**config.mk**
```make
export PLATFORM = sky130hd
export DESIGN_NAME = rpn_stack_evaluator_top
export DESIGN_NICKNAME = d
export VERILOG_FILES = /design/src/sv/rse_pkg.sv /design/src/sv/rse_stack.sv /design/src/sv/rse_alu.sv /design/src/sv/rpn_stack_evaluator_top.sv
export SDC_FILE = /design/constraint.sdc
export NUM_CORES = 1
export LEC_CHECK = 0
export ABC_AREA = 1
export BUFFER_PORTS_ARGS = -buffer_cell sky130_fd_sc_hd__buf_2
export CORE_UTILIZATION = 46
export DETAILED_ROUTE_END_ITERATION = 16
export SLEW_MARGIN = 10
export SYNTH_ARGS = -nofsm -noshare
export SYNTH_HDL_FRONTEND = slang
export SYNTH_SLANG_ARGS = --single-unit
```
**constraint.sdc**
```tcl
create_clock -name clock -period 6.4 [get_ports clock]
set_input_delay 1.28 -clock clock [delete_from_list [all_inputs] [get_ports clock]]
set_output_delay 1.28 -clock clock [all_outputs]
set_load 0.02 [all_outputs]
```
**src/sv/rse_pkg.sv**
```systemverilog
`timescale 1ns / 1ps

package rse_pkg;

   // token opcodes as they arrive on the request channel
   localparam logic [2:0] OPC_PUSH = 3'd0;
   localparam logic [2:0] OPC_ADD  = 3'd1;
   localparam logic [2:0] OPC_SUB  = 3'd2;
   localparam logic [2:0] OPC_MUL  = 3'd3;
   localparam logic [2:0] OPC_DIV  = 3'd4;

   // status codes on the response channel
   localparam logic [1:0] STS_OK    = 2'd0;
   localparam logic [1:0] STS_UNDER = 2'd1;
   localparam logic [1:0] STS_OVER  = 2'd2;
   localparam logic [1:0] STS_DIVZ  = 2'd3;

   // width used to sign-extend words before they are cut to the port width
   localparam int EXT_WIDTH = 64;

   typedef enum logic [1:0] {
      ALU_ADD,
      ALU_SUB,
      ALU_MUL,
      ALU_DIV
   } alu_op_type;

   typedef struct packed {
      logic       start;
      alu_op_type op;
   } alu_ctrl_type;

   typedef enum logic [3:0] {
      ST_IDLE,
      ST_DECODE,
      ST_FETCH_B,
      ST_FETCH_A,
      ST_CALC,
      ST_READ_TOP,
      ST_LOAD
   } seq_state_type;

endpackage

```
**src/sv/rse_stack.sv**
```systemverilog
`timescale 1ns / 1ps

module rse_stack #(
   parameter int DEPTH = 16,
   parameter int WIDTH = 32
) (
   input  logic                     clock,
   input  logic                     wr_en,
   input  logic [$clog2(DEPTH)-1:0] wr_addr,
   input  logic [WIDTH-1:0]         wr_data,
   input  logic                     rd_en,
   input  logic [$clog2(DEPTH)-1:0] rd_addr,
   output logic [WIDTH-1:0]         rd_data
);

   logic [WIDTH-1:0] stack_ff [DEPTH];
   logic [WIDTH-1:0] rd_data_ff;

   always_ff @(posedge clock) begin
      if (wr_en) begin
         stack_ff[wr_addr] <= wr_data;
      end
   end

   always_ff @(posedge clock) begin
      if (rd_en) begin
         rd_data_ff <= stack_ff[rd_addr];
      end
   end

   assign rd_data = rd_data_ff;

endmodule

```
**src/sv/rse_alu.sv**
```systemverilog
`timescale 1ns / 1ps

module rse_alu #(
   parameter int WORD_WIDTH = 32
) (
   input  logic                   clock,
   input  logic                   reset,
   input  rse_pkg::alu_ctrl_type  ctrl,
   input  logic [WORD_WIDTH-1:0]  opnd_a,
   input  logic [WORD_WIDTH-1:0]  opnd_b,
   output logic                   done,
   output logic [WORD_WIDTH-1:0]  result
);

   import rse_pkg::*;

   localparam int CNT_W = $clog2(WORD_WIDTH + 1);

   logic                  busy_ff, busy_in;
   logic                  done_ff, done_in;
   alu_op_type            op_ff, op_in;
   logic                  neg_ff, neg_in;
   logic [CNT_W-1:0]      cnt_ff, cnt_in;
   logic [WORD_WIDTH-1:0] acc_ff, acc_in;
   logic [WORD_WIDTH-1:0] opa_ff, opa_in;
   logic [WORD_WIDTH-1:0] opb_ff, opb_in;

   logic [WORD_WIDTH:0]   add_x;
   logic [WORD_WIDTH:0]   add_y;
   logic                  add_cin;
   logic [WORD_WIDTH+1:0] add_sum;
   logic                  add_carry;
   logic [WORD_WIDTH-1:0] abs_a;
   logic [WORD_WIDTH-1:0] abs_b;

   // the one adder shared by every operation
   always_comb begin
      add_x   = {1'b0, acc_ff};
      add_y   = {1'b0, opb_ff};
      add_cin = 1'b0;
      case (op_ff)
         ALU_SUB: begin
            add_y   = {1'b0, ~opb_ff};
            add_cin = 1'b1;
         end
         ALU_MUL: begin
            add_y = {1'b0, opa_ff};
         end
         ALU_DIV: begin
            // trial subtract of the divisor from the shifted partial remainder
            add_x   = {acc_ff, opa_ff[WORD_WIDTH-1]};
            add_y   = ~{1'b0, opb_ff};
            add_cin = 1'b1;
         end
         default: begin
         end
      endcase
      add_sum   = {1'b0, add_x} + {1'b0, add_y} + (WORD_WIDTH + 2)'(add_cin);
      add_carry = add_sum[WORD_WIDTH+1];
   end

   assign abs_a = opnd_a[WORD_WIDTH-1] ? (~opnd_a + WORD_WIDTH'(1)) : opnd_a;
   assign abs_b = opnd_b[WORD_WIDTH-1] ? (~opnd_b + WORD_WIDTH'(1)) : opnd_b;

   always_comb begin
      busy_in = busy_ff;
      done_in = 1'b0;
      op_in   = op_ff;
      neg_in  = neg_ff;
      cnt_in  = cnt_ff;
      acc_in  = acc_ff;
      opa_in  = opa_ff;
      opb_in  = opb_ff;
      if (ctrl.start) begin
         busy_in = 1'b1;
         op_in   = ctrl.op;
         neg_in  = opnd_a[WORD_WIDTH-1] ^ opnd_b[WORD_WIDTH-1];
         case (ctrl.op)
            ALU_MUL: begin
               cnt_in = CNT_W'(WORD_WIDTH);
               acc_in = '0;
               opa_in = opnd_a;
               opb_in = opnd_b;
            end
            ALU_DIV: begin
               cnt_in = CNT_W'(WORD_WIDTH);
               acc_in = '0;
               opa_in = abs_a;
               opb_in = abs_b;
            end
            default: begin
               cnt_in = CNT_W'(1);
               acc_in = opnd_a;
               opb_in = opnd_b;
            end
         endcase
      end else if (busy_ff) begin
         case (op_ff)
            ALU_MUL: begin
               if (opb_ff[0]) begin
                  acc_in = add_sum[WORD_WIDTH-1:0];
               end
               opa_in = {opa_ff[WORD_WIDTH-2:0], 1'b0};
               opb_in = {1'b0, opb_ff[WORD_WIDTH-1:1]};
            end
            ALU_DIV: begin
               // restore when the trial went negative, quotient bit shifts in
               acc_in = add_carry ? add_sum[WORD_WIDTH-1:0]
                                  : {acc_ff[WORD_WIDTH-2:0], opa_ff[WORD_WIDTH-1]};
               opa_in = {opa_ff[WORD_WIDTH-2:0], add_carry};
            end
            default: begin
               acc_in = add_sum[WORD_WIDTH-1:0];
            end
         endcase
         cnt_in = cnt_ff - CNT_W'(1);
         if (cnt_ff == CNT_W'(1)) begin
            busy_in = 1'b0;
            done_in = 1'b1;
         end
      end
   end

   always_ff @(posedge clock) begin
      if (reset) begin
         busy_ff <= 1'b0;
         done_ff <= 1'b0;
      end else begin
         busy_ff <= busy_in;
         done_ff <= done_in;
      end
   end

   always_ff @(posedge clock) begin
      op_ff  <= op_in;
      neg_ff <= neg_in;
      cnt_ff <= cnt_in;
      acc_ff <= acc_in;
      opa_ff <= opa_in;
      opb_ff <= opb_in;
   end

   assign done   = done_ff;
   assign result = (op_ff == ALU_DIV) ? (neg_ff ? (~opa_ff + WORD_WIDTH'(1)) : opa_ff)
                                      : acc_ff;

endmodule

```
**src/sv/rpn_stack_evaluator_top.sv**
```systemverilog
`timescale 1ns / 1ps

// channel  direction  handshake            payload
// req      in         req_valid/req_ready  req_opcode, req_number, req_last_token
// rsp      out        rsp_valid/rsp_ready  rsp_top_value, rsp_status, rsp_expression_done
//
// push, ignored and faulted tokens never start the alu; the other operators do, and
// multiply and divide are paced by the bit-per-cycle shared alu.
// the stack memory has one registered read port, so operands and the new top
// are fetched one per cycle. reset empties the stack; the memory is not cleared.
// a new token is taken while the previous response still waits on rsp_ready;
// that token then holds in its last state until the older response transfers.

module rpn_stack_evaluator_top #(
   parameter int STACK_DEPTH = 16,
   parameter int WORD_WIDTH  = 32
) (
   input  logic               clock,
   input  logic               reset,
   input  logic               req_valid,
   output logic               req_ready,
   input  logic [2:0]         req_opcode,
   input  logic signed [31:0] req_number,
   input  logic               req_last_token,
   output logic               rsp_valid,
   input  logic               rsp_ready,
   output logic signed [31:0] rsp_top_value,
   output logic [1:0]         rsp_status,
   output logic               rsp_expression_done
);

   import rse_pkg::*;

   localparam int ADDR_W = $clog2(STACK_DEPTH);
   localparam int CNT_W  = $clog2(STACK_DEPTH + 1);

   seq_state_type         state_ff, state_in;
   logic [CNT_W-1:0]      count_ff, count_in;
   logic [2:0]            op_ff, op_in;
   logic [WORD_WIDTH-1:0] num_ff, num_in;
   logic                  last_ff, last_in;
   logic [1:0]            status_ff, status_in;
   logic [WORD_WIDTH-1:0] b_ff, b_in;

   logic                  rsp_valid_ff, rsp_valid_in;
   logic signed [31:0]    rsp_top_ff, rsp_top_in;
   logic [1:0]            rsp_status_ff, rsp_status_in;
   logic                  rsp_done_ff, rsp_done_in;

   logic [CNT_W-1:0]      cnt_m1;
   logic [CNT_W-1:0]      cnt_m2;
   logic                  mem_wr_en;
   logic [ADDR_W-1:0]     mem_wr_addr;
   logic [WORD_WIDTH-1:0] mem_wr_data;
   logic                  mem_rd_en;
   logic [ADDR_W-1:0]     mem_rd_addr;
   logic [WORD_WIDTH-1:0] mem_rd_data;

   alu_ctrl_type          alu_ctrl;
   logic                  alu_done;
   logic [WORD_WIDTH-1:0] alu_result;

   logic signed [EXT_WIDTH-1:0] top_ext;

   rse_stack #(
      .DEPTH (STACK_DEPTH),
      .WIDTH (WORD_WIDTH)
   ) u_stack (
      .clock   (clock),
      .wr_en   (mem_wr_en),
      .wr_addr (mem_wr_addr),
      .wr_data (mem_wr_data),
      .rd_en   (mem_rd_en),
      .rd_addr (mem_rd_addr),
      .rd_data (mem_rd_data)
   );

   rse_alu #(
      .WORD_WIDTH (WORD_WIDTH)
   ) u_alu (
      .clock  (clock),
      .reset  (reset),
      .ctrl   (alu_ctrl),
      .opnd_a (mem_rd_data),
      .opnd_b (b_ff),
      .done   (alu_done),
      .result (alu_result)
   );

   assign cnt_m1  = count_ff - CNT_W'(1);
   assign cnt_m2  = count_ff - CNT_W'(2);
   assign top_ext = EXT_WIDTH'(signed'(mem_rd_data));

   always_comb begin
      state_in      = state_ff;
      count_in      = count_ff;
      op_in         = op_ff;
      num_in        = num_ff;
      last_in       = last_ff;
      status_in     = status_ff;
      b_in          = b_ff;
      rsp_valid_in  = rsp_valid_ff && !rsp_ready;
      rsp_top_in    = rsp_top_ff;
      rsp_status_in = rsp_status_ff;
      rsp_done_in   = rsp_done_ff;
      mem_wr_en     = 1'b0;
      mem_wr_addr   = count_ff[ADDR_W-1:0];
      mem_wr_data   = num_ff;
      mem_rd_en     = 1'b0;
      mem_rd_addr   = cnt_m1[ADDR_W-1:0];
      alu_ctrl      = '{start: 1'b0, op: ALU_ADD};
      req_ready     = 1'b0;

      case (state_ff)
         ST_IDLE: begin
            req_ready = 1'b1;
            if (req_valid) begin
               op_in     = req_opcode;
               num_in    = WORD_WIDTH'(EXT_WIDTH'(req_number));
               last_in   = req_last_token;
               status_in = STS_OK;
               state_in  = ST_DECODE;
            end
         end
         ST_DECODE: begin
            case (op_ff)
               OPC_PUSH: begin
                  if (count_ff >= CNT_W'(STACK_DEPTH)) begin
                     status_in = STS_OVER;
                  end else begin
                     mem_wr_en = 1'b1;
                     count_in  = count_ff + CNT_W'(1);
                  end
                  state_in = ST_READ_TOP;
               end
               OPC_ADD, OPC_SUB, OPC_MUL, OPC_DIV: begin
                  if (count_ff < CNT_W'(2)) begin
                     status_in = STS_UNDER;
                     state_in  = ST_READ_TOP;
                  end else begin
                     // top of stack first
                     mem_rd_en = 1'b1;
                     state_in  = ST_FETCH_B;
                  end
               end
               default: begin
                  state_in = ST_READ_TOP;
               end
            endcase
         end
         ST_FETCH_B: begin
            b_in        = mem_rd_data;
            mem_rd_en   = 1'b1;
            mem_rd_addr = cnt_m2[ADDR_W-1:0];
            state_in    = ST_FETCH_A;
         end
         ST_FETCH_A: begin
            if ((op_ff == OPC_DIV) && (b_ff == '0)) begin
               status_in = STS_DIVZ;
               state_in  = ST_READ_TOP;
            end else begin
               alu_ctrl.start = 1'b1;
               case (op_ff)
                  OPC_SUB: alu_ctrl.op = ALU_SUB;
                  OPC_MUL: alu_ctrl.op = ALU_MUL;
                  OPC_DIV: alu_ctrl.op = ALU_DIV;
                  default: alu_ctrl.op = ALU_ADD;
               endcase
               state_in = ST_CALC;
            end
         end
         ST_CALC: begin
            if (alu_done) begin
               mem_wr_en   = 1'b1;
               mem_wr_addr = cnt_m2[ADDR_W-1:0];
               mem_wr_data = alu_result;
               count_in    = cnt_m1;
               state_in    = ST_READ_TOP;
            end
         end
         ST_READ_TOP: begin
            mem_rd_en = 1'b1;
            state_in  = ST_LOAD;
         end
         ST_LOAD: begin
            // wait until the response register is free
            if (!rsp_valid_ff || rsp_ready) begin
               rsp_valid_in  = 1'b1;
               rsp_top_in    = (count_ff == '0) ? '0 : 32'(top_ext);
               rsp_status_in = status_ff;
               rsp_done_in   = last_ff;
               if (last_ff) begin
                  count_in = '0;
               end
               state_in = ST_IDLE;
            end
         end
         default: begin
            state_in = ST_IDLE;
         end
      endcase
   end

   always_ff @(posedge clock) begin
      if (reset) begin
         state_ff     <= ST_IDLE;
         count_ff     <= '0;
         rsp_valid_ff <= 1'b0;
      end else begin
         state_ff     <= state_in;
         count_ff     <= count_in;
         rsp_valid_ff <= rsp_valid_in;
      end
   end

   always_ff @(posedge clock) begin
      op_ff         <= op_in;
      num_ff        <= num_in;
      last_ff       <= last_in;
      status_ff     <= status_in;
      b_ff          <= b_in;
      rsp_top_ff    <= rsp_top_in;
      rsp_status_ff <= rsp_status_in;
      rsp_done_ff   <= rsp_done_in;
   end

   assign rsp_valid           = rsp_valid_ff;
   assign rsp_top_value       = rsp_top_ff;
   assign rsp_status          = rsp_status_ff;
   assign rsp_expression_done = rsp_done_ff;

endmodule

```
==> impl_metrics.toml <==
[die]
ios = 77
fp.coreArea_mm2 = 0.0825
initial_core_util = 0.467
die_w_um = 291
dieArea_mm2 = 0.0849
fp.dieH_um = 291
row_count = 105

[yosys]
seq_area_frac_synth = 0.593
synth_edf_count = 754
syn_nets = 4171
synth_seq_cells = 765
synth_area_leaders = "edfxtp_1, nand2_1, inv_1"
ys_async_sr_fraction = 0
synth_top_cell_area_share = 0.588
yosysWarnings = 0
syn_inst = 4088
syn-cell-area_mm2 = 0.0385
yosysTopAreaCell = "edfxtp_1"
avgSynthCellArea_um2 = 9.43
synthFlopType = "edfxtp_1"
ys_types = 48

[pwr]
power_density_mw_per_mm2 = 381
seqPwrFrac = 0.415
peakVddDrop_v = 0.000443
intPower_mw = 10.2
p_switching_mw = 6.11
combinationalPowerShare = 0.309
leakage_nw = 16.5
netSwitchingFraction = 0.375
p_clk_frac = 0.276

[worst_setup_path]
crit_top_cell = "nand2_1"
critPathKind = "reg -> reg"
startpoint_type = "flip-flop"
critical_path_arrival_ns = 4.98
r2r-end = "u_alu.acc_ff[11]"
cp_top_family = "simple AND/OR/NAND/NOR gates"
reg2reg_depth = 17
critPathMaxStageDelay_ns = 0.67
rr_startpoint = "u_alu.op_ff[0]"
reg2reg_slack_ns = 1.87
crit_required_ns = 6.85
path_buf_inv = 3
cp-end-kind = "flip-flop"
worstPathMaxFanout = 32
crit_chain = "buf_16 > nor2_2 > inv_1 > o221ai_1 > inv_1 > ha_1 > nand2_1 > nor2_1 > nand3_1 > nand3_1 > nand2_1 > nand2_1 > nand2_2 > nand3_2 > nand2_1 > nand3_1 > o21ai_0"
slowest_stage = "nand3_2"

[timing]
hold_viol = 0
fmax_ghz = 0.221
rsz0062_at_grt = "false"
post-route-period-util = 0.708
maxSlewViolCount = 0
slew_headroom = 0.183
tightestPinTransition_ns = 1.22
tns_ns = 0
fin_skew_ns = 0.0362
finalCriticalPeriod_ns = 4.53
setup_viol = 0

[clock_network]
cts-resized-gates = 0
insertion_delay_ns = 0.65
cts_setup_buffers = 0
cts_buffers = 82
h-tree-depth = 3
clk_path_buf_depth = 3
clk_pin_slew_worst_paths_ns = 0.07
postCtsHoldBufs = 0
clock-sinks = 765
cts_root_buf = "clkbuf_16"
tritoncts = "built"

[drt]
met3_length_mm = 9.25
wl_met1_mm = 51.1
wl_per_cell_um = 23.2
num_vias = 30002
viasPerCell = 5.73
wl_mm = 122
drtIter0Drc = 3221
top_layer = "met5"
wl_met2_mm = 56.7
drt_first_pass_iters = 7
drc = 0
ant_nets = 0

[layout]
fin_nets = 4182
syn_to_final_growth_pct = 10.7
final_layout_size_suffix_gt1_frac = 0.0798
final_util = 0.517
antenna_cells = 0

[grt]
grt.overflow.total = 0
grt_antenna_before_repair = 2
grt_usage = 0.282
grt_pass1_wl_mm = 179
grt_start_max_net_pins = 171
grt_pass1_vias = 27795

[placement]
portBuffers = 76
hpwl_mm = 80.6
gp_congestion = 0.993

[min_path]
worstHoldStart = "status_ff[0]"
min_path_cells = 0
min_to = "rsp_status[0]"
hold_class = "reg -> reg"

[status]
outcome = "finished clean"

[flow_run]
max-cap-violations = 0
-- metrics by stage --
step                      hold WS [ns]  instance area, um^2  total power, mW  worst slack (ns)  instances
after global placement           0.443                40100             11.8              1.64       5084
after CTS                        0.444                42600             16.3              1.51       5232
after floorplan                  0.400                38500             9.95              2.57       4088
after global routing             0.446                42700             17.1              1.60       5233
after detailed placement         0.428                40100             11.8              1.53       5084
final                            0.451                42700             16.3              1.87       5233
-- power groups by stage --
stage	sequential (mW)	clock (mW)	combinational, mW
6_report	6.76	4.48	5.03
5_1_grt	6.75	4.73	5.57
4_1_cts	6.74	4.55	5.01
3_5_place_dp	6.85	0	5.00
3_3_place_gp	6.85	0	4.96
2_1_floorplan	6.53	0	3.42
-- logic make-up (layout without fill, tap and decap cells) --
kind of cell               after synthesis  in the layout  synth area share
DFF                                    765            765             0.593
AOI/OAI and AO/OA                     1010           1010             0.144
xor gates and xnor gates                65             65            0.0148
and+or+nand+nor                       1531           1531             0.164
adders and majority gates               43             43            0.0144
buffers and inverters                  673            748            0.0697
muxes                                    1              1          0.000292
-- cell usage after synthesis (29+ instances only) --
| cell type | number |
|---|---|
| a21oi_1 | 323 |
| a221oi_1 | 29 |
| buf_2 | 85 |
| clkbuf_1 | 101 |
| edfxtp_1 | 754 |
| ha_1 | 41 |
| inv_1 | 445 |
| nand2_1 | 944 |
| nand3_1 | 215 |
| nand4_1 | 52 |
| nor2_1 | 264 |
| o211ai_1 | 96 |
| o21ai_0 | 255 |
| o21ai_1 | 260 |
| xor2_1 | 50 |
-- cell usage in the layout (no fill, tap or decap), drive strengths merged, types with 50 or more instances in the layout --
master and count:
o21ai 518, a21oi 323, nor2 271, buf 145, nand3 218, o211ai 96
nand2 952, clkbuf 95, nand4 53, edfxtp 754, xor2 50, inv 456
-- registers in the layout, indices dropped and copies added (netlist names), 2 cells and up --
signal            cells
count_ff              5
u_stack.rd_data      32
status_ff             2
state_ff              3
rsp_top_value        32
rsp_status            2
num_ff               32
u_alu.acc_ff         32
u_stack.stack_ff    512
u_alu.opa_ff         32
u_alu.cnt_ff          6
op_ff                 3
u_alu.op_ff           2
u_alu.opb_ff         32
b_ff                 32
-- per-layer routing --
| metal | vias to the layer above | GRT usage |
|---|---|---|
| li1 | 14144 | - |
| met1 | 14389 | 0.387 |
| met2 | 1231 | 0.454 |
| met3 | 234 | 0.0425 |
| met4 | 4 | 0.106 |
| met5 | - | 0 |
-- how the worst max path moves through the flow --
stage                               from               end  slack, ns  depth (start not counted)
after floorplan           u_alu.op_ff[0]   u_alu.opb_ff[0]       2.57                          5
after global placement    u_alu.op_ff[0]  u_alu.acc_ff[28]       1.64                         18
after detailed placement  u_alu.op_ff[0]  u_alu.acc_ff[15]       1.53                         18
after CTS                 u_alu.op_ff[0]  u_alu.acc_ff[11]       1.51                         18
after global routing      u_alu.op_ff[0]  u_alu.acc_ff[15]       1.60                         17
final                     u_alu.op_ff[0]  u_alu.acc_ff[11]       1.87                         17
-- final cells by class --
class | count | area, um^2
sequential | 765 | 22900
timing repair buffer | 145 | 968
multi-input combinational | 2650 | 13200
clock buffer | 95 | 2100
clock inverter | 53 | 430
tap | 1070 | 1340
fill | 7593 | 39800
inverter | 455 | 1710
(Power assumes the default switching activity.)
